==> src/rtl/core/lfp_pkg.sv <==
// ----------------------------------------------------------------------------
// lfp_pkg
// Shared constants and types for the lidar frame parser with offline timer.
// ----------------------------------------------------------------------------
package lfp_pkg;

  // frame layout
  localparam int unsigned FRAME_LENGTH = 9;
  localparam int unsigned PAYLOAD_LEN  = FRAME_LENGTH - 3;
  localparam int unsigned POS_W        = 4;

  localparam logic [7:0]       HEADER_BYTE = 8'h59;
  localparam logic [POS_W-1:0] POS_HDR0    = POS_W'(0);
  localparam logic [POS_W-1:0] POS_HDR1    = POS_W'(1);
  localparam logic [POS_W-1:0] POS_DATA0   = POS_W'(2);
  localparam logic [POS_W-1:0] POS_CHECK   = POS_W'(FRAME_LENGTH - 1);

  // offline timer
  localparam int unsigned LIMIT_W     = 16;
  localparam int unsigned ELAPSED_W   = 17;
  localparam logic [LIMIT_W-1:0] LIMIT_RESET = 16'd1000;

  // input item kinds
  localparam logic ACT_BYTE = 1'b0;
  localparam logic ACT_TICK = 1'b1;

  typedef logic signed [15:0] meas_t;

  // one step handed from the input register to the workers
  typedef struct packed {
    logic       fire;
    logic       action;
    logic [7:0] rx_byte;
    logic [7:0] tick_ms;
  } step_t;

  // hunter outcome for the current step (values after the step)
  typedef struct packed {
    logic  frame_done;
    meas_t distance;
    meas_t strength;
    meas_t temperature;
  } frame_t;

endpackage

==> src/rtl/core/lfp_in_if.sv <==
// ----------------------------------------------------------------------------
// lfp_in_if
// Input channel: received byte or millisecond tick, valid/ready handshake.
// ----------------------------------------------------------------------------
interface lfp_in_if;
  logic       valid;
  logic       ready;
  logic       action;
  logic [7:0] rx_byte;
  logic [7:0] tick_ms;

  modport source (output valid, action, rx_byte, tick_ms, input ready);
  modport sink   (input valid, action, rx_byte, tick_ms, output ready);
endinterface

==> src/rtl/core/lfp_out_if.sv <==
// ----------------------------------------------------------------------------
// lfp_out_if
// Result channel: frame status, latched measurements and offline flag.
// ----------------------------------------------------------------------------
interface lfp_out_if;
  logic               valid;
  logic               ready;
  logic               frame_done;
  logic signed [15:0] distance;
  logic signed [15:0] strength;
  logic signed [15:0] temperature;
  logic               offline;

  modport source (output valid, frame_done, distance, strength, temperature, offline,
                  input ready);
  modport sink   (input valid, frame_done, distance, strength, temperature, offline,
                  output ready);
endinterface

==> src/rtl/core/lidar_frame_parser_with_timeout_core.sv <==
// ----------------------------------------------------------------------------
// lidar_frame_parser_with_timeout_core
// Path: input register, then result register, which drives out valid.
// Throughput: one item per cycle unless out ready stalls the result register;
//   the frame hunter and timer update in one pass.
// Reset: asynchronous, active low; limit returns to 1000 ms, measurements and
//   offline flag clear, hunter restarts at the first header byte.
// ----------------------------------------------------------------------------
module lidar_frame_parser_with_timeout_core import lfp_pkg::*; (
  input  logic               clk_i,
  input  logic               rst_ni,
  input  logic               cfg_we_i,
  input  logic [LIMIT_W-1:0] cfg_wdata_i,
  lfp_in_if.sink             in_i,
  lfp_out_if.source          out_o
);

  logic       s1_valid_q;
  logic       s1_action_q;
  logic [7:0] s1_byte_q;
  logic [7:0] s1_tick_q;
  logic       out_valid_q;
  frame_t     res_q;
  logic       res_offline_q;
  logic       advance;
  logic       in_xfer;
  step_t      step;
  frame_t     frame;
  logic       offline;

  // handshake: stage 1 moves on when the result register is free or drained
  assign advance   = !out_valid_q || out_o.ready;
  assign in_i.ready = !s1_valid_q || advance;
  assign in_xfer   = in_i.valid && in_i.ready;

  assign step.fire    = s1_valid_q && advance;
  assign step.action  = s1_action_q;
  assign step.rx_byte = s1_byte_q;
  assign step.tick_ms = s1_tick_q;

  // input register
  always_ff @(posedge clk_i or negedge rst_ni) begin
    if (!rst_ni) begin
      s1_valid_q <= 1'b0;
    end else if (in_xfer) begin
      s1_valid_q <= 1'b1;
    end else if (step.fire) begin
      s1_valid_q <= 1'b0;
    end
  end

  always_ff @(posedge clk_i) begin
    if (in_xfer) begin
      s1_action_q <= in_i.action;
      s1_byte_q   <= in_i.rx_byte;
      s1_tick_q   <= in_i.tick_ms;
    end
  end

  lfp_hunter u_hunter (
    .clk_i   (clk_i),
    .rst_ni  (rst_ni),
    .step_i  (step),
    .frame_o (frame)
  );

  lfp_timer u_timer (
    .clk_i        (clk_i),
    .rst_ni       (rst_ni),
    .cfg_we_i     (cfg_we_i),
    .cfg_wdata_i  (cfg_wdata_i),
    .step_i       (step),
    .frame_good_i (frame.frame_done),
    .offline_o    (offline)
  );

  // result register
  always_ff @(posedge clk_i or negedge rst_ni) begin
    if (!rst_ni) begin
      out_valid_q <= 1'b0;
    end else if (step.fire) begin
      out_valid_q <= 1'b1;
    end else if (out_o.ready) begin
      out_valid_q <= 1'b0;
    end
  end

  always_ff @(posedge clk_i) begin
    if (step.fire) begin
      res_q         <= frame;
      res_offline_q <= offline;
    end
  end

  assign out_o.valid       = out_valid_q;
  assign out_o.frame_done  = res_q.frame_done;
  assign out_o.distance    = res_q.distance;
  assign out_o.strength    = res_q.strength;
  assign out_o.temperature = res_q.temperature;
  assign out_o.offline     = res_offline_q;

endmodule

==> src/rtl/core/lfp_hunter.sv <==
// ----------------------------------------------------------------------------
// lfp_hunter
// Frame hunter: header match, payload capture, running checksum and
// measurement latches. Gives the post-step measurements to the result stage.
// ----------------------------------------------------------------------------
module lfp_hunter import lfp_pkg::*; (
  input  logic   clk_i,
  input  logic   rst_ni,
  input  step_t  step_i,
  output frame_t frame_o
);

  logic [POS_W-1:0] pos_q, pos_d;
  logic [7:0]       sum_q, sum_d;
  logic [7:0]       payload_q [PAYLOAD_LEN];
  meas_t            dist_q, dist_d;
  meas_t            str_q, str_d;
  meas_t            temp_q, temp_d;
  logic             byte_en;
  logic             good;
  logic [7:0]       sum_add;

  assign byte_en = step_i.fire && (step_i.action == ACT_BYTE);
  assign sum_add = sum_q + step_i.rx_byte;

  // frame position, checksum and measurement latch update
  always_comb begin
    pos_d  = pos_q;
    sum_d  = sum_q;
    good   = 1'b0;
    dist_d = dist_q;
    str_d  = str_q;
    temp_d = temp_q;
    if (byte_en) begin
      if (pos_q == POS_HDR0) begin
        sum_d = step_i.rx_byte;
        pos_d = (step_i.rx_byte == HEADER_BYTE) ? POS_HDR1 : POS_HDR0;
      end else if (pos_q == POS_HDR1) begin
        sum_d = sum_add;
        pos_d = (step_i.rx_byte == HEADER_BYTE) ? POS_DATA0 : POS_HDR0;
      end else if (pos_q >= POS_CHECK) begin
        if (sum_q == step_i.rx_byte) begin
          good   = 1'b1;
          dist_d = {payload_q[1], payload_q[0]};
          str_d  = {payload_q[3], payload_q[2]};
          temp_d = {payload_q[5], payload_q[4]};
        end
        pos_d = POS_HDR0;
      end else begin
        sum_d = sum_add;
        pos_d = pos_q + POS_W'(1);
      end
    end
  end

  // control state and latched measurements
  always_ff @(posedge clk_i or negedge rst_ni) begin
    if (!rst_ni) begin
      pos_q  <= POS_HDR0;
      sum_q  <= '0;
      dist_q <= '0;
      str_q  <= '0;
      temp_q <= '0;
    end else begin
      pos_q  <= pos_d;
      sum_q  <= sum_d;
      dist_q <= dist_d;
      str_q  <= str_d;
      temp_q <= temp_d;
    end
  end

  // payload capture, one byte slot per data position
  always_ff @(posedge clk_i) begin
    for (int k = 0; k < PAYLOAD_LEN; k++) begin
      if (byte_en && (pos_q == POS_DATA0 + POS_W'(k))) begin
        payload_q[k] <= step_i.rx_byte;
      end
    end
  end

  assign frame_o.frame_done  = good;
  assign frame_o.distance    = dist_d;
  assign frame_o.strength    = str_d;
  assign frame_o.temperature = temp_d;

endmodule

==> src/rtl/core/lfp_timer.sv <==
// ----------------------------------------------------------------------------
// lfp_timer
// Offline timer: accumulates tick time while below the limit, flags offline on
// the next tick, cleared by a good frame. Holds the limit register.
// ----------------------------------------------------------------------------
module lfp_timer import lfp_pkg::*; (
  input  logic               clk_i,
  input  logic               rst_ni,
  input  logic               cfg_we_i,
  input  logic [LIMIT_W-1:0] cfg_wdata_i,
  input  step_t              step_i,
  input  logic               frame_good_i,
  output logic               offline_o
);

  logic [LIMIT_W-1:0]   limit_q;
  logic [ELAPSED_W-1:0] elapsed_q, elapsed_d;
  logic                 offline_q, offline_d;
  logic                 below;

  assign below = elapsed_q < ELAPSED_W'(limit_q);

  // elapsed time and offline flag
  always_comb begin
    elapsed_d = elapsed_q;
    offline_d = offline_q;
    if (frame_good_i) begin
      elapsed_d = '0;
      offline_d = 1'b0;
    end else if (step_i.fire && (step_i.action == ACT_TICK)) begin
      if (below) begin
        elapsed_d = elapsed_q + ELAPSED_W'(step_i.tick_ms);
      end else begin
        offline_d = 1'b1;
      end
    end
  end

  always_ff @(posedge clk_i or negedge rst_ni) begin
    if (!rst_ni) begin
      limit_q   <= LIMIT_RESET;
      elapsed_q <= '0;
      offline_q <= 1'b0;
    end else begin
      if (cfg_we_i) begin
        limit_q <= cfg_wdata_i;
      end
      elapsed_q <= elapsed_d;
      offline_q <= offline_d;
    end
  end

  assign offline_o = offline_d;

endmodule
==> src/flat_wrapper.sv <==
// flat-port wrapper written by rule: the top's interface ports become plain ports
module lidar_frame_parser_with_timeout_core_flat import lfp_pkg::*;
  (clk_i, rst_ni, cfg_we_i, cfg_wdata_i, in_i_valid, in_i_action, in_i_rx_byte, in_i_tick_ms, in_i_ready, out_o_valid, out_o_frame_done, out_o_distance, out_o_strength, out_o_temperature, out_o_offline, out_o_ready);
  lfp_in_if in_i_i ();
  lfp_out_if out_o_i ();
  input  logic clk_i;
  input  logic rst_ni;
  input  logic cfg_we_i;
  input  logic [LIMIT_W-1:0] cfg_wdata_i;
  input wire logic [$bits(in_i_i.valid)-1:0] in_i_valid;
  input wire logic [$bits(in_i_i.action)-1:0] in_i_action;
  input wire logic [$bits(in_i_i.rx_byte)-1:0] in_i_rx_byte;
  input wire logic [$bits(in_i_i.tick_ms)-1:0] in_i_tick_ms;
  output wire logic [$bits(in_i_i.ready)-1:0] in_i_ready;
  output wire logic [$bits(out_o_i.valid)-1:0] out_o_valid;
  output wire logic [$bits(out_o_i.frame_done)-1:0] out_o_frame_done;
  output wire logic [$bits(out_o_i.distance)-1:0] out_o_distance;
  output wire logic [$bits(out_o_i.strength)-1:0] out_o_strength;
  output wire logic [$bits(out_o_i.temperature)-1:0] out_o_temperature;
  output wire logic [$bits(out_o_i.offline)-1:0] out_o_offline;
  input wire logic [$bits(out_o_i.ready)-1:0] out_o_ready;
  assign in_i_i.valid = in_i_valid;
  assign in_i_i.action = in_i_action;
  assign in_i_i.rx_byte = in_i_rx_byte;
  assign in_i_i.tick_ms = in_i_tick_ms;
  assign in_i_ready = in_i_i.ready;
  assign out_o_valid = out_o_i.valid;
  assign out_o_frame_done = out_o_i.frame_done;
  assign out_o_distance = out_o_i.distance;
  assign out_o_strength = out_o_i.strength;
  assign out_o_temperature = out_o_i.temperature;
  assign out_o_offline = out_o_i.offline;
  assign out_o_i.ready = out_o_ready;
  lidar_frame_parser_with_timeout_core u_core (.clk_i(clk_i), .rst_ni(rst_ni), .cfg_we_i(cfg_we_i), .cfg_wdata_i(cfg_wdata_i), .in_i(in_i_i), .out_o(out_o_i));
endmodule
==> config.mk <==
export PLATFORM = sky130hd
export DESIGN_NAME = lidar_frame_parser_with_timeout_core_flat
export DESIGN_NICKNAME = d
export VERILOG_FILES = /design/src/rtl/core/lfp_pkg.sv /design/src/rtl/core/lfp_in_if.sv /design/src/rtl/core/lfp_out_if.sv /design/src/rtl/core/lidar_frame_parser_with_timeout_core.sv /design/src/rtl/core/lfp_hunter.sv /design/src/rtl/core/lfp_timer.sv /design/src/flat_wrapper.sv
export SDC_FILE = /design/constraint.sdc
export NUM_CORES = 1
export LEC_CHECK = 0
export BUFFER_PORTS_ARGS = -buffer_cell sky130_fd_sc_hd__buf_4
export CAP_MARGIN = 20
export CORE_ASPECT_RATIO = 0.7
export CORE_UTILIZATION = 50
export DETAILED_ROUTE_END_ITERATION = 6
export GPL_TIMING_DRIVEN = 0
export PLACE_DENSITY = 0.72
export SLEW_MARGIN = 20
export SYNTH_ARGS = -nofsm -noshare
export SYNTH_HDL_FRONTEND = slang
export SYNTH_HIERARCHICAL = 1
export SYNTH_SLANG_ARGS = --single-unit
==> constraint.sdc <==
create_clock -name clk_i -period 3.2 [get_ports clk_i]
set_input_delay 0.32 -clock clk_i [delete_from_list [all_inputs] [get_ports clk_i]]
set_output_delay 0.32 -clock clk_i [all_outputs]
set_load 0.05 [all_outputs]
Yosys cells after proc, flatten, opt, wreduce, memory -nomap -nowiden
Memories as Yosys holds them, arrays and structs flattened.
Cells that the tools add are included.
{"block": "totals", "memories": 1, "mem_bits_rw": 48, "input_bits": 38, "out_inout_bits": 52, "reg_bits": 163, "elab_cells": 126}
{"memory": "u_core.u_hunter.payload_q", "depth": 6, "word_bits": 8, "rd": 6, "rd_ports_with_merged_regs": 0, "wr": 1, "line": "lfp_hunter.sv:15", "rtl": "logic [7:0] payload_q [PAYLOAD_LEN];"}
{"block": "classes", "add_sub_neg": 3, "n_lt_le_gt_ge": 2, "eq_ne": 10, "n_mux": 65, "bitwise_logic": 1, "n_reduce_logical": 26}
{"op": "16-bit two-way mux", "count": 15}
{"op": "8-bit two-way mux", "count": 8}
{"op": "17-bit two-way mux", "count": 3}
{"op": "8-bit OR reduction", "count": 5}
{"op": "1-bit two-way mux", "count": 30}
{"op": "17-bit by 8-bit adder with 17-bit output", "count": 1}
{"op": "17-bit by 16-bit < comparator with 1-bit output", "count": 1}
{"op": "4-bit by 3-bit equality test with 1-bit output, second input constant", "count": 4}
{"op": "3-bit two-way mux", "count": 5}
{"op": "4-bit two-way mux", "count": 3}
{"op": "1-bit logical AND", "count": 10}
{"op": "8-bit adder", "count": 1}
{"op": "4-bit by 2-bit equality test with 1-bit output, second input constant", "count": 2}
{"op": "8-bit by 7-bit equality test with 1-bit output, second input constant", "count": 1}
{"op": "8-bit equality test", "count": 1}
{"op": "2-bit nonzero test", "count": 4}
{"op": "4-bit by 1-bit adder with 4-bit output, second input constant", "count": 1}
{"op": "4-bit by 1-bit equality test with 1-bit output, second input constant", "count": 1}
{"op": "4-bit >= comparator, second input constant", "count": 1}
{"op": "4-bit logical NOT", "count": 1}
{"op": "2-bit AND reduction", "count": 2}
{"op": "3-bit inequality test, second input constant", "count": 1}
{"op": "1-bit logical NOT", "count": 2}
{"op": "1-bit logical OR", "count": 2}
{"op": "2 further kinds", "count": 2}

Logic depth before layout (Yosys ltp)
{"block": "logic_depth", "ltp_word": 13, "depth_mapped": 11, "depth_no_buf": 9}

Hierarchy
Netlist, hierarchy kept.
{"mod": "lfp_hunter", "area_per_inst_um2": 4251.6, "cells_each": 373, "n_inst": 1}
{"mod": "lfp_timer", "area_per_inst_um2": 2207.1, "cells_each": 236, "n_inst": 1}
{"mod": "lidar_frame_parser_with_timeout_core", "area_per_inst_um2": 2115.8, "cells_each": 75, "n_inst": 1}

Worst setup path before layout
No wires, ideal clock.
{"block": "synth_path", "path_kind": "reg2reg", "startpoint": "register u_core.out_valid_q, in the netlist u_core/out_o.valid", "endpoint": "register u_core.u_timer.elapsed_q[0]", "n_path_buf": 4, "setup_ns": 0.136, "arrival_ns": 3.645, "required_ns": 3.064, "period_less_slack_ns": 3.781, "stages_incl_launch_ff": 11, "path_slack_ns": -0.581, "path_cell_list": "dfrtp_1 nand2b_1 and2_1 nor2b_1 nand4_1 inv_2 buf_2 buf_4 clkbuf_1 clkbuf_1 a21oi_1"}
{"element": "start, declared", "line": "lidar_frame_parser_with_timeout_core.sv:22", "rtl": "logic out_valid_q;"}
{"element": "start signal, assigned", "line": "lidar_frame_parser_with_timeout_core.sv:80", "rtl": "out_valid_q <= 1'b0;"}
{"element": "start signal, assigned", "line": "lidar_frame_parser_with_timeout_core.sv:82", "rtl": "out_valid_q <= 1'b1;"}
{"element": "start signal, assigned", "line": "lidar_frame_parser_with_timeout_core.sv:84", "rtl": "out_valid_q <= 1'b0;"}
{"element": "end signal, assigned", "line": "lfp_timer.sv:48", "rtl": "elapsed_q <= elapsed_d;"}
{"element": "end, declared", "line": "lfp_timer.sv:17", "rtl": "logic [ELAPSED_W-1:0] elapsed_q, elapsed_d;"}

Worst setup path in the final report
{"block": "layout_path", "startpoint": "register u_core.s1_byte_q[3]", "endpoint": "register u_core.u_timer.elapsed_q[2]"}
{"block": "layout_between", "elab_chain_len": 8, "word_cells_on_any_way": 10}
{"element": "start, declared", "line": "lidar_frame_parser_with_timeout_core.sv:20", "rtl": "logic [7:0] s1_byte_q;"}
{"element": "start signal, assigned", "line": "lidar_frame_parser_with_timeout_core.sv:55", "rtl": "s1_byte_q <= in_i.rx_byte;"}
{"element": "8-bit equality test (*)", "line": "lfp_hunter.sv:42", "rtl": "if (sum_q == step_i.rx_byte) begin"}
{"element": "1-bit two-way mux (*)", "line": "lfp_hunter.sv:42"}
{"element": "1-bit two-way mux (*)", "line": "lfp_hunter.sv:41", "rtl": "end else if (pos_q >= POS_CHECK) begin"}
{"element": "1-bit two-way mux (*)", "line": "lfp_hunter.sv:38", "rtl": "end else if (pos_q == POS_HDR1) begin"}
{"element": "1-bit two-way mux (*)", "line": "lfp_hunter.sv:35", "rtl": "if (pos_q == POS_HDR0) begin"}
{"element": "1-bit two-way mux (*)", "line": "lfp_hunter.sv:34", "rtl": "if (byte_en) begin"}
{"element": "net u_core.u_hunter.good", "line": "lfp_hunter.sv:20", "rtl": "logic good;"}
{"element": "2-bit nonzero test (no source line)"}
{"element": "2-bit AND reduction (no source line)"}
The timed path passes the listed nets; every way through them passes the cells marked *.
A chain may end at the register's enable or synchronous reset.

==> qor.yml <==
sta:
  fmax_mhz: 338
  min_period_over_period_pct: 92.4
  hold_ws_ns: 0.0204
  drv_slew: 0
  setup_viol: 0
  relSlewSlack_pct: 39.4
  clock_skew_ns: 0.0138
  max_slew.worst_pin.slew_ns: 0.909
  fin_ws_ns: 0.244
  finalSetupTns_ns: 0
  hold_viol: 0
  rsz0062_at_grt: "no"
  period_minus_slack_ns: 2.96
cts:
  clock-sinks: 211
  cts-root-buf: "clkbuf_16"
  clk_pin_slew_ns: 0.06
  cts.path.max_buffers: 3
  numCtsBuffers: 21
  cts_setup_buffers: 0
  cts_tree: "yes"
  clkLatencyLatePin_ns: 0.50
  htree_levels: 1
critical_path:
  critical_path.cell_chain: "ha_1, nor4_1, nand4_1, inv_2, buf_2, buf_4, clkbuf_2, a21oi_1"
  cpPeakStageDelay_ns: 0.59
  worstReg2RegEnd: "u_core/u_timer/elapsed_q[2]"
  cp-end-kind: "flop"
  critPathKind: "flop to flop"
  worst-path-max-fanout: 15
  cp.arrival_ns: 3.32
  cp.required_ns: 3.56
  ff2ff_path_depth: 8
  critPathLaunchType: "flop"
  r2r_slack_ns: 0.24
  timing.rr.start: "u_core/s1_byte_q[3]"
  critPathSlowestCell: "edfxtp_1"
global_routing:
  grt_usage_pct: 21.7
  grt_pass1_wl_um: 29600
  grt_overflow: 0
  grt_pass1_vias: 5793
  grt_max_degree: 97
  antenna_found_initial: 0
place:
  placed_cells: 998
  dpl.hpwl_um: 12000
  gp_congestion: 0.840
  portBuffers: 89
  dp_slack_ns: -0.487
detailed_routing:
  postRouteAntennaNets: 0
  drc: 0
  routedWlPerCell_um: 17.7
  routed_wirelength_um: 18600
  initialDrtViolationCount: 494
  via_count: 5644
  drtPass1Iterations: 5
  vias_per_cell: 5.37
synthesis:
  ys_top_cells_by_count: "nand2_1, edfxtp_1, dfrtp_1, ha_1, o21ai_0"
  yosysSeqAreaShare_pct: 68.4
  syn_area_sq_um: 8570
  synthArstFlopShare_pct: 45.5
  synth.most_common_cell: "nand2_1"
  synth.top_cell.area_share_pct: 40.3
  yosysTopAreaCell: "edfxtp_1"
  syn_inst: 684
  synth-edff-count: 115
  ys_ff_latch: 211
  syn_nets: 758
  ys.flop_type: "edfxtp_1"
  ys.warnings.count: 6
  synth_cell_types: 61
  synth_area_leaders: "edfxtp_1, dfrtp_1, nand2_1, ha_1, o21ai_0"
  syn_avg_cell_area_sq_um: 12.5
floorplanning:
  die_w_um: 159
  die_height_um: 112
  coreArea_sq_um: 16500
  num_rows: 39
  ios: 90
  start_util_pct: 51.8
  dieArea_sq_um: 17700
pwr:
  powerDensity_nw_per_um2: 650
  ir_worst_vdd_uv: 339
  total_leakage_power_uw: 0.00461
  p_total_uw: 6770
hold_path:
  hold_depth: 2
  min_from: "in_i_valid"
  hold_class: "input port to flop"
  min_to: "u_core/s1_valid_q"
flow_run:
  cap_violations: 0
final_layout:
  nNetsFinal: 886
  drive_above_1_share_pct: 19.3
  num_antenna_cells: 0
  fin_cells: 1052
  area_delta_synth_final_pct: 21.5
  fillers: 1200
run_status:
  status: "finished, final reports clean"
## worst max path at each step
stage,start,endpoint
floorplan,u_core/out_o.valid,u_core/u_timer/elapsed_q[0]
global placement,u_core/out_o.valid,u_core/u_timer/elapsed_q[2]
detailed placement,u_core/out_o.valid,u_core/u_timer/elapsed_q[2]
CTS,u_core/out_o.valid,u_core/u_timer/elapsed_q[15]
global route,u_core/s1_byte_q[3],u_core/u_timer/elapsed_q[13]
finish,u_core/s1_byte_q[3],u_core/u_timer/elapsed_q[2]
## cell usage in the layout (no fill, tap or decap), drive strengths merged, types with 6 or more instances in the layout
| master | count |
|---|---|
| a211oi | 6 |
| a21oi | 32 |
| inv | 29 |
| edfxtp | 115 |
| nor3 | 6 |
| nand3 | 10 |
| o21ai | 35 |
| nor2b | 7 |
| dfrtp | 90 |
| xor2 | 6 |
| dfstp | 6 |
| nor2 | 19 |
| and3 | 9 |
| nand2b | 10 |
| clkbuf | 33 |
| clkinv | 6 |
| ha | 34 |
| nand4 | 8 |
| buf | 102 |
| dlygate4sd3 | 15 |
| nand2 | 176 |
## critical path, delay by kind of cell (launching register included)
kind	cells	cell delay [ns]
buffers and inverters	4	1.01
adder cells (fa/ha/maj)	1	0.43
AND/OR/NAND/NOR	2	0.70
flip-flops	1	0.59
AO/OA/AOI/OAI	1	0.08
## logic make-up after synthesis
group | after synthesis | share of synthesized area [%]
AND/OR/NAND/NOR | 265 | 13.9
flip-flops | 211 | 68.4
AO/OA/AOI/OAI | 109 | 8.24
buffers and inverters | 50 | 2.61
adder cells (fa/ha/maj) | 36 | 5.43
XOR/XNOR | 10 | 1.02
multiplexers | 3 | 0.394
## what timing repair did
item                       CTS  global route
gates resized for setup      1             0
hold buffers                15             0
pin swaps                    0             1
cloned                       1             1
hold endpoints to repair   104             0
setup endpoints to repair   19            11
## metal layers
metal | GRT usage [%] | share of wire [%]
met1 | 31.2 | 46
met2 | 34.2 | 46
met3 | 3.27 | 6.0
met4 | 6.54 | 1.9
met5 | 0 | 0
## where the power goes
| group | internal [uW] | total (uW) | leakage, uW | switching (uW) |
|---|---|---|---|---|
| sequential | 3060 | 3170 | 0.00235 | 114 |
| combinational | 389 | 1060 | 0.00191 | 668 |
| clock | 1520 | 2540 | 0.000343 | 1020 |
| total | 4970 | 6770 | 0.00461 | 1800 |
## registers in the layout (all words and copies together), names as in the netlist, 4 cells and up
| name | flops |
|---|---|
| u_core/out_o.temperature | 16 |
| u_core/u_hunter/sum_q | 8 |
| u_core/u_hunter/pos_q | 4 |
| u_core/u_hunter/dist_q | 16 |
| u_core/s1_byte_q | 8 |
| u_core/u_hunter/payload_q | 48 |
| u_core/s1_tick_q | 8 |
| u_core/u_hunter/temp_q | 16 |
| u_core/out_o.strength | 16 |
| u_core/u_hunter/str_q | 16 |
| u_core/u_timer/limit_q | 16 |
| u_core/u_timer/elapsed_q | 17 |
| u_core/out_o.distance | 16 |
## final cells by class
class	instances	area, sq um	share of cell area, %
flip-flops and latches	211	5860	56.3
multi-input cells	425	2500	24.1
repair buffers	104	822	7.89
clock buffers	25	571	5.48
well taps	225	282	2.70
clock inverters	13	150	1.44
plain buffers	21	116	1.12
inverters	28	105	1.01
## per-stage QoR
stage | area, sq um | utilization (%)
after CTS | 10400 | 62.9
after global placement | 9530 | 57.6
after global routing | 10400 | 63.0
final | 10400 | 63.0
after floorplan | 8580 | -
after detailed placement | 9530 | 57.6
Power figures use the tool's default switching activity.
